$ cat src/hw/rtl/rvk_pkg.sv
`timescale 1ns / 1ps
// ---------------------------------------------------------------------------
// rvk_pkg
// Shared types and constants for the rotary encoder volume knob.
// ---------------------------------------------------------------------------
`default_nettype none

package rvk_pkg;

	localparam int CountW  = 16;
	localparam int VolW    = 7;
	localparam int ModeW   = 2;
	localparam int AddrW   = 4;
	localparam int DataW   = 32;

	localparam logic [CountW-1:0] SettleTicksRst = 16'd3;
	localparam logic [CountW-1:0] BtnTicksRst    = 16'd300;
	localparam logic [VolW-1:0]   VolMaxRst      = 7'd100;
	localparam logic [VolW-1:0]   PositionRst    = 7'd50;

	// event kinds
	typedef enum logic [ModeW-1:0] {
		MODE_TICK     = 2'd0,
		MODE_CLK_EDGE = 2'd1,
		MODE_BTN_EDGE = 2'd2
	} mode_t;

	// register index (paddr[3:2])
	typedef enum logic [1:0] {
		REG_SETTLE_TICKS = 2'd0,
		REG_BTN_TICKS    = 2'd1,
		REG_VOLUME_MAX   = 2'd2
	} reg_idx_t;

endpackage

`default_nettype wire

$ cat src/hw/rtl/rotary_encoder_volume_knob.sv
`timescale 1ns / 1ps
// ---------------------------------------------------------------------------
// rotary_encoder_volume_knob
// Debounced rotary encoder turned into a saturating volume value.
// ---------------------------------------------------------------------------
// Usage:
//   Event channel (evt_valid / evt_stall): one item per timer tick, encoder
//   clock falling edge (with the data line level) or button falling edge.
//   Result channel (res_valid / res_stall): exactly one item per event,
//   carrying the current volume, a volume_changed flag and a stop_request.
//   Config: APB-style, settle_ticks at 0x0, button_lockout_ticks at 0x4,
//   volume_max at 0x8. pready is tied high; reads return register values.
// Timing:
//   Two register stages: event register (_s1) then result register (_s2).
//   The event register passes its item on to the result register whenever
//   res_stall is low or the result slot is empty, sustaining one item per
//   cycle. The whole state update for an item is a single pass of small
//   counter and compare logic between the two registers.
// Stall:
//   When res_stall is high and a result is held, the result register holds,
//   the event register still takes one item if it is empty, and evt_stall
//   rises once the event register is occupied. No item is lost.
// Reset:
//   arst_n clears valid bits, lockout counters, phase and direction, sets
//   position to 50 and the registers to 3 / 300 / 100.
// ---------------------------------------------------------------------------
`default_nettype none

module rotary_encoder_volume_knob (
	input  wire logic                     clk,
	input  wire logic                     arst_n,
	// event channel
	input  wire logic                     evt_valid,
	output logic                          evt_stall,
	input  wire logic [rvk_pkg::ModeW-1:0] mode,
	input  wire logic                     data_line_level,
	// result channel
	output logic                          res_valid,
	input  wire logic                     res_stall,
	output logic [rvk_pkg::VolW-1:0]      volume,
	output logic                          volume_changed,
	output logic                          stop_request,
	// configuration
	input  wire logic                     psel,
	input  wire logic                     penable,
	input  wire logic                     pwrite,
	input  wire logic [rvk_pkg::AddrW-1:0] paddr,
	input  wire logic [rvk_pkg::DataW-1:0] pwdata,
	output logic [rvk_pkg::DataW-1:0]     prdata,
	output logic                          pready
);

	localparam int CW = rvk_pkg::CountW;
	localparam int VW = rvk_pkg::VolW;

	// configuration registers
	logic [CW-1:0] settle_ticks_q;
	logic [CW-1:0] btn_ticks_q;
	logic [VW-1:0] volume_max_q;

	// knob state
	logic [CW-1:0] settle_count_q;
	logic [CW-1:0] button_count_q;
	logic          step_up_q;
	logic          phase_q;
	logic [VW-1:0] position_q;

	// pipeline
	logic                      valid_s1;
	logic [rvk_pkg::ModeW-1:0] mode_s1;
	logic                      data_s1;
	logic                      valid_s2;

	logic adv;
	logic load_s1;
	logic cfg_wr;
	logic [1:0] reg_idx;

	assign pready  = 1'b1;
	assign reg_idx = paddr[3:2];
	assign cfg_wr  = psel & penable & pwrite & pready;

	// result slot free or draining: stage 1 moves on into stage 2
	assign adv       = ~valid_s2 | ~res_stall;
	// event register loads when it empties or is already empty
	assign load_s1   = adv | ~valid_s1;
	assign evt_stall = ~load_s1;
	assign res_valid = valid_s2;

	always_comb begin
		prdata = '0;
		unique case (reg_idx)
			rvk_pkg::REG_SETTLE_TICKS: prdata = {{(rvk_pkg::DataW-CW){1'b0}}, settle_ticks_q};
			rvk_pkg::REG_BTN_TICKS:    prdata = {{(rvk_pkg::DataW-CW){1'b0}}, btn_ticks_q};
			rvk_pkg::REG_VOLUME_MAX:   prdata = {{(rvk_pkg::DataW-VW){1'b0}}, volume_max_q};
			default:                   prdata = '0;
		endcase
	end

	always_ff @(posedge clk or negedge arst_n) begin
		if (!arst_n) begin
			settle_ticks_q <= rvk_pkg::SettleTicksRst;
			btn_ticks_q    <= rvk_pkg::BtnTicksRst;
			volume_max_q   <= rvk_pkg::VolMaxRst;
		end else if (cfg_wr) begin
			unique case (reg_idx)
				rvk_pkg::REG_SETTLE_TICKS: settle_ticks_q <= pwdata[CW-1:0];
				rvk_pkg::REG_BTN_TICKS:    btn_ticks_q    <= pwdata[CW-1:0];
				rvk_pkg::REG_VOLUME_MAX:   volume_max_q   <= pwdata[VW-1:0];
				default: ;
			endcase
		end
	end

	// -------------------------------------------------------------------
	// Stage 1: event register
	// -------------------------------------------------------------------
	always_ff @(posedge clk or negedge arst_n) begin
		if (!arst_n) begin
			valid_s1 <= 1'b0;
		end else if (load_s1) begin
			valid_s1 <= evt_valid;
		end
	end

	always_ff @(posedge clk) begin
		if (load_s1 && evt_valid) begin
			mode_s1 <= mode;
			data_s1 <= data_line_level;
		end
	end

	// -------------------------------------------------------------------
	// Stage 2 logic: state update for the registered event
	// -------------------------------------------------------------------
	logic [CW-1:0] settle_count_d;
	logic [CW-1:0] button_count_d;
	logic          step_up_d;
	logic          phase_d;
	logic [VW-1:0] position_d;
	logic [VW-1:0] pos_step;
	logic          settle_done;
	logic          changed_d;
	logic          stop_d;
	logic [VW-1:0] volume_d;

	always_comb begin
		settle_count_d = settle_count_q;
		button_count_d = button_count_q;
		step_up_d      = step_up_q;
		phase_d        = phase_q;
		position_d     = position_q;
		settle_done    = 1'b0;
		changed_d      = 1'b0;
		stop_d         = 1'b0;
		pos_step       = position_q;

		unique case (mode_s1)
			rvk_pkg::MODE_TICK: begin
				// encoder lockout: compare old value, then advance (wraps silently)
				if (settle_count_q != '0) begin
					if (settle_count_q > settle_ticks_q) begin
						settle_count_d = '0;
						settle_done    = 1'b1;
					end else begin
						settle_count_d = settle_count_q + CW'(1);
					end
				end
				if (settle_done) begin
					phase_d = ~phase_q;
					if (!phase_q) begin
						if (step_up_q) begin
							if (position_q < volume_max_q)
								pos_step = position_q + VW'(1);
						end else begin
							if (position_q != '0)
								pos_step = position_q - VW'(1);
						end
						position_d = (pos_step > volume_max_q) ? volume_max_q : pos_step;
						changed_d  = 1'b1;
					end
				end
				// button lockout
				if (button_count_q != '0) begin
					if (button_count_q > btn_ticks_q)
						button_count_d = '0;
					else
						button_count_d = button_count_q + CW'(1);
				end
			end
			rvk_pkg::MODE_CLK_EDGE: begin
				if (settle_count_q == '0) begin
					step_up_d      = data_s1;
					settle_count_d = CW'(1);
				end
			end
			rvk_pkg::MODE_BTN_EDGE: begin
				if (button_count_q == '0) begin
					button_count_d = CW'(1);
					stop_d         = 1'b1;
				end
			end
			default: ;
		endcase

		volume_d = (position_d > volume_max_q) ? '0 : (volume_max_q - position_d);
	end

	logic take;
	assign take = adv & valid_s1;

	always_ff @(posedge clk or negedge arst_n) begin
		if (!arst_n) begin
			settle_count_q <= '0;
			button_count_q <= '0;
			step_up_q      <= 1'b0;
			phase_q        <= 1'b0;
			position_q     <= rvk_pkg::PositionRst;
			valid_s2       <= 1'b0;
		end else if (adv) begin
			valid_s2 <= valid_s1;
			if (take) begin
				settle_count_q <= settle_count_d;
				button_count_q <= button_count_d;
				step_up_q      <= step_up_d;
				phase_q        <= phase_d;
				position_q     <= position_d;
			end
		end
	end

	// -------------------------------------------------------------------
	// Stage 2: result register
	// -------------------------------------------------------------------
	always_ff @(posedge clk) begin
		if (take) begin
			volume         <= volume_d;
			volume_changed <= changed_d;
			stop_request   <= stop_d;
		end
	end

endmodule

`default_nettype wire
$ cat config.mk
export PLATFORM = sky130hd
export DESIGN_NAME = rotary_encoder_volume_knob
export DESIGN_NICKNAME = d
export VERILOG_FILES = /design/src/hw/rtl/rvk_pkg.sv /design/src/hw/rtl/rotary_encoder_volume_knob.sv
export SDC_FILE = /design/constraint.sdc
export NUM_CORES = 1
export LEC_CHECK = 0
export ABC_AREA = 1
export BUFFER_PORTS_ARGS = -buffer_cell sky130_fd_sc_hd__buf_2
export CAP_MARGIN = 20
export CORE_MARGIN = 3
export CORE_UTILIZATION = 40
export DETAILED_ROUTE_END_ITERATION = 10
export PLACE_DENSITY_LB_ADDON = 0.08
export SYNTH_ARGS = -nofsm -noshare
export SYNTH_HDL_FRONTEND = slang
export SYNTH_SLANG_ARGS = --single-unit
$ cat constraint.sdc
create_clock -name clk -period 5.99 [get_ports clk]
set_input_delay 0.599 -clock clk [delete_from_list [all_inputs] [get_ports clk]]
set_output_delay 0.599 -clock clk [all_outputs]
set_load 0.02 [all_outputs]
==> metrics.log, run 1 <==
[metrics] DR iter-0 viols: around 360
[metrics] most frequent cell after synthesis: nand2_1
[metrics] launching point of the worst reg2reg path: volume_max_q[5]$_DFFE_PN1P_
[metrics] crit-path most repeated cell: nand2_1
[metrics] Setup Slack @ Placement: 1.00 ns
[metrics] Post-Route Skew: 0.00470 ns
[metrics] critical path required time: slightly above 6 ns
[metrics] instance count after placement with tap cells included: 1168
[metrics] run status: complete, no violations
[metrics] count of input and output buffers: 54
[metrics] worst-case hold slack: 0.221 ns
[metrics] root buffer cell: clkbuf_16
[metrics] maximum ir drop on the vdd rail: 0.203 mV
[metrics] average footprint of a synthesized cell: 7.34 µm²
[metrics] maximum fanout encountered on the critical timing path: 11
[metrics] H-tree depth reported by CTS: 3
[metrics] initial standard-cell utilization of the core: a little over two fifths
[metrics] net switching power: approximately 1.7 mW
[metrics] Fmax: 199 MHz
[metrics] total via count in the routed design: 5688
[metrics] time the worst path needs with I/O delays and setup: 5.02 ns
[metrics] CTS clk-pin slew, worst paths: 0.06 ns
[metrics] Tightest Hold Check Type: primary input to async pin
[metrics] delay of the slowest cell on the worst path: 0.57 ns
[metrics] y dimension of the die: 136 µm
[metrics] post-synthesis to final-layout area growth: 9.26%
[metrics] dominant cell type by area after synthesis: dfrtp_1
[metrics] final hold vios: 0
[metrics] worst relative slew slack: between 30% and 40%
[metrics] num rows: between 40 and 50
[metrics] final weighted congestion in routability-driven placement: just over 0.8
[metrics] number of design rule violations left after detail routing: 0
[metrics] fraction of synthesis flops using an asynchronous set or reset pin: between 80% and 90%
[metrics] Chip Width: 136 µm
[metrics] arrival time of data at the critical path endpoint: 5.23 ns
[metrics] Clock power frac: 14.8%
[metrics] Crit-path slowest cell: dfstp_2
[metrics] residual overflow from global routing: 0
[metrics] ratio of cells with drive above 1 in the final layout: 12.7%
[metrics] setup repair after global routing missed its margin: no
[metrics] dpl hpwl: between 10 and 15 mm
[metrics] transition time at the pin with the least slew margin: 0.974 ns
[metrics] total power per unit cell area: 489 mW/mm²
[metrics] Resize count post-CTS: 0
[metrics] fin crit share: 83.8%
[metrics] deepest clock path buffer count: 2
[metrics] number of sinks on the clock net: 94
[metrics] I/O pin cnt: 90
[metrics] logic gate share of total power: 55.8%
[metrics] die outline area: 0.0184 mm²
[metrics] post-synthesis sequential element count: 94
[metrics] count of different cell masters after synthesis: between 40 and 50
[metrics] Worst Slack Setup Final: between 0.9 and 1 ns
[metrics] count of nets left with antenna violations after detail routing: 0
[metrics] cell depth of the worst flop-to-flop path: 28
[metrics] crit end category: flip-flop
[metrics] per-cell routed wire length: 14.1 µm
[metrics] Routed Wire Length: 16.7 mm
[metrics] crit path launch type: flip-flop
[metrics] post-layout instance count excluding filler cells: 1184
[metrics] leakage: ~3.8 nW
[metrics] Pins Over Slew Limit: 0
[metrics] register share of total power: 29.4%
[metrics] proportion of netlist area held by the largest area contributor: 26.0%
[metrics] net total in the final layout: between 1000 and 1500
[metrics] Core ar.: 0.0162 mm²
[metrics] global routing usage summed across all routing layers: 19.1%
[metrics] source of the critical timing path: volume_max_q[5]$_DFFE_PN1P_
[metrics] wire length of the first global-routing pass: 27.6 mm
[metrics] fraction of power spent switching nets: 48.5%
[metrics] Post-Synthesis Cell Area: 0.00674 mm²
[metrics] antenna violations before repair: 0
[metrics] maxcap violations: 0
[metrics] number of CTS-inserted buffers: 9
[metrics] cell-internal power: 1.85 mW
[metrics] detailed-router iteration count before antenna repair: 5
[metrics] EDFF count, synth: 12
[metrics] number of global-route vias before repair: roughly 5300
[metrics] clock insertion delay at the later pin of the skew report: roughly 0.35 ns
[metrics] ant diodes: 0
[metrics] pin count of the biggest net entering global routing: 47
[metrics] cells taking the most area after synthesis: dfrtp_1, nand2_1, ha_1
[metrics] final setup fails: 0
[metrics] top post-synthesis cells by count: nand2_1, inv_1, dfrtp_1, nor2_1, ha_1
[metrics] Crit Path Category: flip-flop to flip-flop
[metrics] register area share after synthesis: 36.0%
[metrics] setup repair bufs after CTS: 0
[metrics] count of warnings emitted by yosys: 0
[metrics] clock tree from TritonCTS: yes
[metrics] total of hold buffers inserted after clock tree synthesis: 0
[metrics] setup TNS: 0 ns
[metrics] Avg Vias per Cell: 4.80
[metrics] most common flop cell mapped by yosys: dfrtp_1
[metrics] number of cells produced by synthesis: 918
==> worst max-delay path: cells and delay by family, from the launching register on <==
kind	cells	cell delay, ns
AO/OA/AOI/OAI	10	1.46
AND/OR/NAND/NOR	11	1.38
flip-flops	1	0.57
buffers and inverters	3	0.21
adder cells (fa/ha/maj)	4	1.24
==> metrics by stage <==
step | power [mW] | utilization, % | instance area [µm²]
after CTS | 3.64 | 45.5 | 7370
after global routing | 4.05 | 45.5 | 7370
after floorplan | 2.63 | - | 6800
final | 3.60 | 45.5 | 7370
after detailed placement | 3.09 | 43.9 | 7110
after global placement | 3.07 | 43.9 | 7110
==> cell usage in the layout (no fill, tap or decap), types with 16 or more instances in the layout <==
master | Yosys | final
o21ai_0 | 57 | 57
ha_1 | 59 | 59
nand4_1 | 16 | 16
inv_1 | 139 | 139
dfrtp_1 | 70 | 70
nor2_1 | 60 | 60
conb_1 | 2 | 17
nand2_1 | 261 | 261
nand3_1 | 44 | 44
a21oi_1 | 38 | 38
buf_2 | 5 | 53
xor2_1 | 17 | 17
==> final timing paths <==
kind                                          endpoint  slack, ns
hold / removal               position_q[0]$_DFFE_PN0P_       0.22
setup / recovery               volume[6]$_SDFFCE_PN0P_       0.97
hold reg to reg                    phase_q$_DFFE_PN0P_       0.47
max in group asynchronous  btn_ticks_q[10]$_DFFE_PN0P_       4.76
min in group clk                     data_s1$_DFFE_PP_       0.42
setup reg to reg               volume[6]$_SDFFCE_PN0P_       0.97
==> power groups by stage <==
stage / clock [mW] / sequential (mW) / combinational, mW
5_1_grt: 0.577 / 1.09 / 2.38
4_1_cts: 0.549 / 1.06 / 2.03
3_5_place_dp: 0 / 1.07 / 2.02
2_1_floorplan: 0 / 1.02 / 1.61
3_3_place_gp: 0 / 1.07 / 2.00
6_report: 0.531 / 1.06 / 2.01
==> registers in the layout, summed over array words and instances (netlist names), 2 cells and up <==
name / flops
volume_max_q: 7
position_q: 7
volume: 7
settle_ticks_q: 16
btn_ticks_q: 16
button_count_q: 16
settle_count_q: 16
mode_s1: 2
==> metal layers <==
layer,vias to the layer above,share of wire (%),track usage (%)
li1,2996,-,-
met1,2578,50,28.2
met2,93,43,28.7
met3,21,3.9,3.00
met4,0,2.2,6.38
met5,-,0,0
==> area by class of cell <==
class | instances | area [µm²]
clock buffers | 12 | 236
clock inverters | 4 | 23.8
fillers | 1669 | 8810
inverters | 150 | 563
multi-input cells | 653 | 3560
flip-flops and latches | 94 | 2430
well taps | 216 | 270
repair buffers | 55 | 280
==> cell families (layout without fill, tap and decap cells) <==
kind of cell	Yosys count	count (layout)	synth area share [%]
buffers and inverters	186	221	12.0
other	2	17	0.111
adder cells (fa/ha/maj)	60	60	11.2
XOR/XNOR	20	20	2.60
AND/OR/NAND/NOR	425	425	27.4
AO/OA/AOI/OAI	131	131	10.7
flip-flops	94	94	36.0
Power figures use the tool's default switching activity.
==> run 2, diff against run 1 <==
- clock period: 5.99 -> 4.2 ns (I/O delays scaled with it)
==> metrics.log, run 2 (synthesis gave the netlist of run 1 again) <==
[metrics] run status: finished, violations left
[metrics] violations in the final reports: negative setup slack
[metrics] I/O pin cnt: 90 (unchanged)
[metrics] arrival time of data at the critical path endpoint: 4.56 ns (-0.67 ns)
[metrics] root buffer cell: clkbuf_16
[metrics] crit end category: flip-flop
[metrics] fraction of power spent switching nets: 44.2% (-4.3 points)
[metrics] DR iter-0 viols: 293 (-18%)
[metrics] residual overflow from global routing: 0 (unchanged)
[metrics] num rows: 46 (unchanged)
[metrics] maximum ir drop on the vdd rail: 0.431 mV (+110%)
[metrics] deepest clock path buffer count: 2 (unchanged)
[metrics] count of input and output buffers: 54 (unchanged)
[metrics] leakage: 4.28 nW (+11%)
[metrics] most common library cell in the layout ignoring fill and taps: nand2_1
[metrics] wire length of the first global-routing pass: 29.1 mm (+5.4%)
[metrics] global routing usage summed across all routing layers: 20.2% (+1.0 points)
[metrics] per-cell routed wire length: 14.1 µm (-0.16%)
[metrics] number of CTS-inserted buffers: 9 (unchanged)
[metrics] combined area of the multi-input logic cells: 0.00391 mm² (+9.6%)
[metrics] final hold vios: 0 (unchanged)
[metrics] worst relative slew slack: 36.4% (+1.5 points)
[metrics] time the worst path needs with I/O delays and setup: 4.26 ns (-0.757 ns)
[metrics] ratio of cells with drive above 1 in the final layout: 26.7% (+14 points)
[metrics] count of nets left with antenna violations after detail routing: 0 (unchanged)
[metrics] setup TNS: -0.0795 ns (-0.0795 ns)
[metrics] post-layout instance count excluding filler cells: 1265 (+6.8%)
[metrics] Crit Path Category: flip-flop to flip-flop
[metrics] cell-internal power: 4.13 mW (+120%)
[metrics] detailed-router iteration count before antenna repair: 5 (unchanged)
[metrics] critical path required time: 4.49 ns (-1.71 ns)
[metrics] final weighted congestion in routability-driven placement: 0.834 (+1.6%)
[metrics] post-synthesis to final-layout area growth: 23.8%
[metrics] instance count after placement with tap cells included: 1225 (+4.9%)
[metrics] net total in the final layout: 1150 (+7.6%)
[metrics] register share of total power: 19.6% (-9.8 points)
[metrics] maximum fanout encountered on the critical timing path: 7 (-4)
[metrics] Pins Over Slew Limit: 0 (unchanged)
[metrics] Chip Width: 136 µm (unchanged)
[metrics] delay of the slowest cell on the worst path: 0.54 ns (-0.03 ns)
[metrics] Post-Route Skew: 0.00834 ns (+0.00364 ns)
[metrics] initial standard-cell utilization of the core: 41.7% (unchanged)
[metrics] logic gate share of total power: 70.0% (+14 points)
[metrics] number of global-route vias before repair: 5657 (+7.0%)
[metrics] ant diodes: 0 (unchanged)
[metrics] number of fill cells in the layout: 1574 (-5.7%)
[metrics] top library cells by usage in the layout, fill and taps aside: nand2_1, inv_1, buf_4
[metrics] Clock power frac: 10.4% (-4.4 points)
[metrics] crit-path most repeated cell: buf_4
[metrics] overall power after layout: 7.40 mW (+110%)
[metrics] fin crit share: 102% (+18 points)
[metrics] final standard cell area without fillers: 0.00835 mm² (+13%)
[metrics] Worst Slack Setup Final: -0.0645 ns (-1.03 ns)
[metrics] total via count in the routed design: 6028 (+6.0%)
[metrics] Fmax: 234 MHz (+18%)
[metrics] Core ar.: 0.0162 mm² (unchanged)
[metrics] Tightest Hold Check Type: primary input to async pin
[metrics] Post-DP Area: 0.00754 mm² (+6.2%)
[metrics] die outline area: 0.0184 mm² (unchanged)
[metrics] total power per unit cell area: 886 mW/mm² (+81%)
[metrics] transition time at the pin with the least slew margin: 0.952 ns (-0.0223 ns)
[metrics] number of design rule violations left after detail routing: 0 (unchanged)
[metrics] crit path launch type: flip-flop
[metrics] clock insertion delay at the later pin of the skew report: 0.35 ns (about the same)
[metrics] Reg2Reg Setup Slack: -0.06 ns (-1.03 ns)
[metrics] Avg Vias per Cell: 4.77 (-0.81%)
[metrics] clock tree from TritonCTS: yes
[metrics] Crit-path slowest cell: dfstp_2
[metrics] cell depth of the worst flop-to-flop path: 37 (+32%)
[metrics] final setup fails: 2 (+2)
[metrics] register area: 0.00243 mm² (unchanged)
[metrics] utilization after layout: 51.6% (+6.1 points)
[metrics] Routed Wire Length: 17.8 mm (+6.7%)
[metrics] net switching power: 3.27 mW (+87%)
[metrics] y dimension of the die: 136 µm (unchanged)
[metrics] maxcap violations: 0 (unchanged)
[metrics] antenna violations before repair: 0 (unchanged)
[metrics] number of sinks on the clock net: 94 (unchanged)
[metrics] H-tree depth reported by CTS: 3 (unchanged)
[metrics] CTS clk-pin slew, worst paths: 0.07 ns (about the same)
[metrics] dpl hpwl: 13.2 mm (+2.3%)
[metrics] setup repair after global routing missed its margin: yes
[metrics] pin count of the biggest net entering global routing: 61 (+30%)
==> run 2: final cells by class <==
class,instances,share of cell area [%]
timing repair buffer,136,10.9
tap,216,3.24
clock inverter,5,0.405
clock buffer,11,2.79
inverter,150,6.80
sequential,94,29.1
multi-input combinational,653,46.8
==> run 2: path summary, 6_finish.rpt <==
| path | startpoint | to |
|---|---|---|
| max in group asynchronous | arst_n | btn_ticks_q[5]$_DFFE_PN1P_ |
| hold reg to reg | phase_q$_DFFE_PN0P_ | phase_q$_DFFE_PN0P_ |
| min in group clk | data_line_level | data_s1$_DFFE_PP_ |
| setup reg to reg | volume_max_q[2]$_DFFE_PN1P_ | position_q[0]$_DFFE_PN0P_ |
| hold / removal | arst_n | position_q[0]$_DFFE_PN0P_ |
| setup / recovery | volume_max_q[2]$_DFFE_PN1P_ | position_q[0]$_DFFE_PN0P_ |
==> run 2: timing repair <==
action,4_1_cts,5_1_grt
hold buffers,0,0
buffers inserted,21,5
resized for setup,41,53
pin swaps,31,35
endpoints found under the setup margin,7,8
==> run 2: critical path: cells and delay by family (launching register included) <==
kind                       cells  cell delay (ns)
adders and majority gates      2             0.54
DFF                            1             0.54
buffers and inverters         16             1.73
AOI/OAI and AO/OA              1             0.07
and+or+nand+nor               18             1.34
==> run 2: power by group through the flow <==
stage | registers [mW] | logic (mW) | clock network, mW
2_1_floorplan | 1.45 | 2.34 | 0
3_3_place_gp | 1.45 | 3.57 | 0
3_5_place_dp | 1.46 | 3.60 | 0
4_1_cts | 1.45 | 4.57 | 0.791
5_1_grt | 1.49 | 5.80 | 0.829
6_report | 1.45 | 5.18 | 0.768
==> run 2: layer usage <==
layer	GRT usage [%]	part of all wire, %	vias up
li1	-	-	3160
met1	29.3	49	2729
met2	31.6	45	118
met3	3.18	3.6	21
met4	4.87	1.7	0
met5	0	0	-
==> run 2: through the flow <==
stage / setup WS, ns / hold slack [ns]
3_3_place_gp: -0.186 / 0.457
4_1_cts: -0.0440 / 0.208
2_1_floorplan: 0.0261 / 0.124
6_report: -0.0645 / 0.178
5_1_grt: -0.278 / 0.234
3_5_place_dp: -0.261 / 0.456
==> run 3, diff against run 2 <==
- ABC_AREA: 1 -> not set
==> metrics.log, run 3 <==
[metrics] number of global-route vias before repair: 6035 (+6.7%)
[metrics] top library cells by usage in the layout, fill and taps aside: nand2_1, buf_4, dfrtp_1
[metrics] global routing usage summed across all routing layers: 21.0% (+0.85 points)
[metrics] Avg Vias per Cell: 5.54 (+16%)
[metrics] final standard cell area without fillers: 0.00837 mm² (+0.22%)
[metrics] critical path required time: 4.30 ns (-0.19 ns)
[metrics] run status: finished, violations left
[metrics] logic gate share of total power: 58.9% (-11 points)
[metrics] Fmax: 209 MHz (-11%)
[metrics] net switching power: 2.44 mW (-25%)
[metrics] dpl hpwl: 14.6 mm (+11%)
[metrics] arrival time of data at the critical path endpoint: 4.89 ns (+0.33 ns)
[metrics] register area share after synthesis: 35.9% (-0.093 points)
[metrics] clock tree from TritonCTS: yes
[metrics] number of fill cells in the layout: 1560 (-0.89%)
[metrics] ant diodes: 0 (unchanged)
[metrics] number of sinks on the clock net: 94 (unchanged)
[metrics] number of CTS-inserted buffers: 9 (unchanged)
[metrics] count of input and output buffers: 54 (unchanged)
[metrics] register share of total power: 26.2% (+6.6 points)
[metrics] CP Buf/Inv Count: 7 (-9)
[metrics] average footprint of a synthesized cell: 8.92 µm² (+21%)
[metrics] cells taking the most area after synthesis: dfrtp_1, ha_1, edfxtp_1
[metrics] proportion of netlist area held by the largest area contributor: 25.9% (-0.067 points)
[metrics] leakage: 3.83 nW (-10%)
[metrics] worst relative slew slack: 48.7% (+12 points)
[metrics] Worst Slack Setup Final: -0.596 ns (-0.531 ns)
[metrics] Core ar.: 0.0162 mm² (+0.36%)
[metrics] overall power after layout: 5.63 mW (-24%)
[metrics] time the worst path needs with I/O delays and setup: 4.80 ns (+0.531 ns)
[metrics] final weighted congestion in routability-driven placement: 0.836 (+0.16%)
[metrics] final hold vios: 0 (unchanged)
[metrics] instance count after placement with tap cells included: 1067 (-13%)
[metrics] maxcap violations: 0 (unchanged)
[metrics] launching point of the worst reg2reg path: volume_max_q[6]$_DFFE_PN1P_
[metrics] crit end category: flip-flop
[metrics] y dimension of the die: 136 µm (+0.13%)
[metrics] count of nets left with antenna violations after detail routing: 0 (unchanged)
[metrics] per-cell routed wire length: 17.6 µm (+25%)
[metrics] I/O pin cnt: 90 (unchanged)
[metrics] cell depth of the worst flop-to-flop path: 25 (-32%)
[metrics] dominant cell type by area after synthesis: dfrtp_1
[metrics] ratio of cells with drive above 1 in the final layout: 28.5% (+1.8 points)
[metrics] most common library cell in the layout ignoring fill and taps: nand2_1
[metrics] post-layout instance count excluding filler cells: 1097 (-13%)
[metrics] initial standard-cell utilization of the core: 41.6% (about the same)
[metrics] total of hold buffers inserted after clock tree synthesis: 0 (unchanged)
[metrics] Routed Wire Length: 19.3 mm (+8.5%)
[metrics] H-tree depth reported by CTS: 3 (unchanged)
[metrics] total power per unit cell area: 673 mW/mm² (-24%)
[metrics] EDFF count, synth: 12 (unchanged)
[metrics] Crit-path slowest cell: dfstp_2
[metrics] deepest clock path buffer count: 2 (unchanged)
[metrics] Post-Route Skew: 0.00656 ns (-0.00178 ns)
[metrics] count of different cell masters after synthesis: 72 (+67%)
[metrics] CTS clk-pin slew, worst paths: 0.07 ns (about the same)
[metrics] delay of the slowest cell on the worst path: 0.54 ns (about the same)
[metrics] fin crit share: 114% (+13 points)
[metrics] Pins Over Slew Limit: 0 (unchanged)
[metrics] most common flop cell mapped by yosys: dfrtp_1
[metrics] top post-synthesis cells by count: nand2_1, dfrtp_1, inv_1, ha_1, o21ai_0
[metrics] setup TNS: -4.10 ns (-4.02 ns)
[metrics] Tightest Hold Check Type: primary input to async pin
[metrics] DR iter-0 viols: 333 (+14%)
[metrics] number of design rule violations left after detail routing: 0 (unchanged)
[metrics] antenna violations before repair: 0 (unchanged)
[metrics] detailed-router iteration count before antenna repair: 4 (-1)
[metrics] post-synthesis to final-layout area growth: 23.8% (about the same)
[metrics] pin count of the biggest net entering global routing: 46 (-25%)
[metrics] cell-internal power: 3.19 mW (-23%)
[metrics] setup repair after global routing missed its margin: yes
[metrics] number of cells produced by synthesis: 758 (-17%)
[metrics] num rows: 46 (unchanged)
[metrics] violations in the final reports: negative setup slack
[metrics] crit path launch type: flip-flop
[metrics] count of warnings emitted by yosys: 0 (unchanged)
[metrics] Reg2Reg Setup Slack: -0.60 ns (-0.53 ns)
[metrics] wire length of the first global-routing pass: 30.8 mm (+6.2%)
[metrics] most frequent cell after synthesis: nand2_1
[metrics] Crit Reg-Reg Endpoint: volume[4]$_SDFFCE_PN0P_
[metrics] net total in the final layout: 982 (-15%)
[metrics] fraction of synthesis flops using an asynchronous set or reset pin: 87.2% (unchanged)
[metrics] Clock power frac: 14.9% (+4.5 points)
[metrics] clock insertion delay at the later pin of the skew report: 0.35 ns (about the same)
[metrics] transition time at the pin with the least slew margin: 0.768 ns (-0.184 ns)
[metrics] Post-DP Area: 0.00773 mm² (+2.4%)
[metrics] total via count in the routed design: 6077 (+0.81%)
[metrics] cell family with most CP delay: compound AO/OA/AOI/OAI gates
[metrics] Post-Synthesis Cell Area: 0.00676 mm² (+0.26%)
[metrics] fraction of power spent switching nets: 43.3% (-0.89 points)
[metrics] residual overflow from global routing: 0 (unchanged)
[metrics] root buffer cell: clkbuf_16
[metrics] Crit Path Category: flip-flop to flip-flop
[metrics] final setup fails: 7 (+5)
[metrics] post-synthesis sequential element count: 94 (unchanged)
[metrics] die outline area: 0.0185 mm² (+0.25%)
[metrics] Chip Width: 136 µm (+0.13%)
[metrics] maximum fanout encountered on the critical timing path: 7 (unchanged)
[metrics] maximum ir drop on the vdd rail: 0.284 mV (-34%)
run 3: timing repair:
item / 4_1_cts / 5_1_grt
gates resized for setup: 25 / 25
pin swaps: 21 / 14
buffers inserted: 12 / 2
endpoints found under the setup margin: 7 / 7
run 3: worst max-delay path by stage:
stage | from | endpoint | slack (ns) | cells after the start
6_report | volume_max_q[6]$_DFFE_PN1P_ | volume[4]$_SDFFCE_PN0P_ | -0.60 | 25
5_1_grt | volume_max_q[2]$_DFFE_PN1P_ | volume[3]$_SDFFCE_PN0P_ | -0.74 | 25
4_1_cts | volume_max_q[6]$_DFFE_PN1P_ | volume[6]$_SDFFCE_PN0P_ | -0.46 | 24
3_5_place_dp | volume_max_q[2]$_DFFE_PN1P_ | volume[6]$_SDFFCE_PN0P_ | -0.69 | 22
3_3_place_gp | volume_max_q[6]$_DFFE_PN1P_ | volume[6]$_SDFFCE_PN0P_ | -0.53 | 22
2_1_floorplan | position_q[5]$_DFFE_PN1P_ | volume[3]$_SDFFCE_PN0P_ | -0.30 | 20
run 3: cell families (layout without fill, tap and decap cells):
kind of cell             after synthesis  count (layout)  share of synthesized area, %
AND/OR/NAND/NOR                      264             264                          19.7
AO/OA/AOI/OAI                        184             184                          18.5
buffers and inverters                106             214                          7.13
flip-flops                            94              94                          35.9
adder cells (fa/ha/maj)               60              60                          11.2
multiplexers                          42              42                          6.65
XOR/XNOR                               6               6                         0.778
other                                  2              17                         0.111
run 3: final cells by class:
class	instances	area [µm²]	area share (%)
Timing Repair Buffer	135	896	10.7
Clock inverter	7	76.3	0.912
Clock buffer	9	225	2.69
Inverter	63	236	2.83
Tap cell	216	270	3.23
Multi-Input combinational cell	573	4240	50.6
Sequential cell	94	2430	29.0
run 3: worst reg2reg max path: cells and delay by family, from the launching register on:
family	cells	cell delay, ns
buffers and inverters	7	0.91
AOI/OAI and AO/OA	10	1.42
and+or+nand+nor	5	0.90
adders and majority gates	3	0.76
DFF	1	0.54
run 3: power by group through the flow:
stage	Clock (mW)	Sequential [mW]	Combinational (mW)
after floorplan	0	1.48	1.81
after global placement	0	1.48	2.70
after detailed placement	0	1.49	2.77
after CTS	0.860	1.47	3.06
after global routing	0.894	1.52	3.64
final	0.839	1.48	3.32
run 3: metrics by stage:
stage	hold slack [ns]	utilization (%)	setup slack, ns
floorplan	0.124	-	-0.296
global placement	0.462	47.6	-0.530
detailed placement	0.463	47.6	-0.687
CTS	0.112	50.6	-0.462
global route	0.133	51.6	-0.739
finish	0.0852	51.6	-0.596
run 3: per-layer routing:
| layer | wire, µm | up-vias | track usage (%) |
|---|---|---|---|
| met2 | 9240 | 128 | 34.3 |
| li1 | - | 2967 | - |
| met4 | 251 | 0 | 5.43 |
| met3 | 716 | 19 | 2.55 |
| met1 | 9140 | 2963 | 29.7 |
| met5 | 0 | - | 0 |
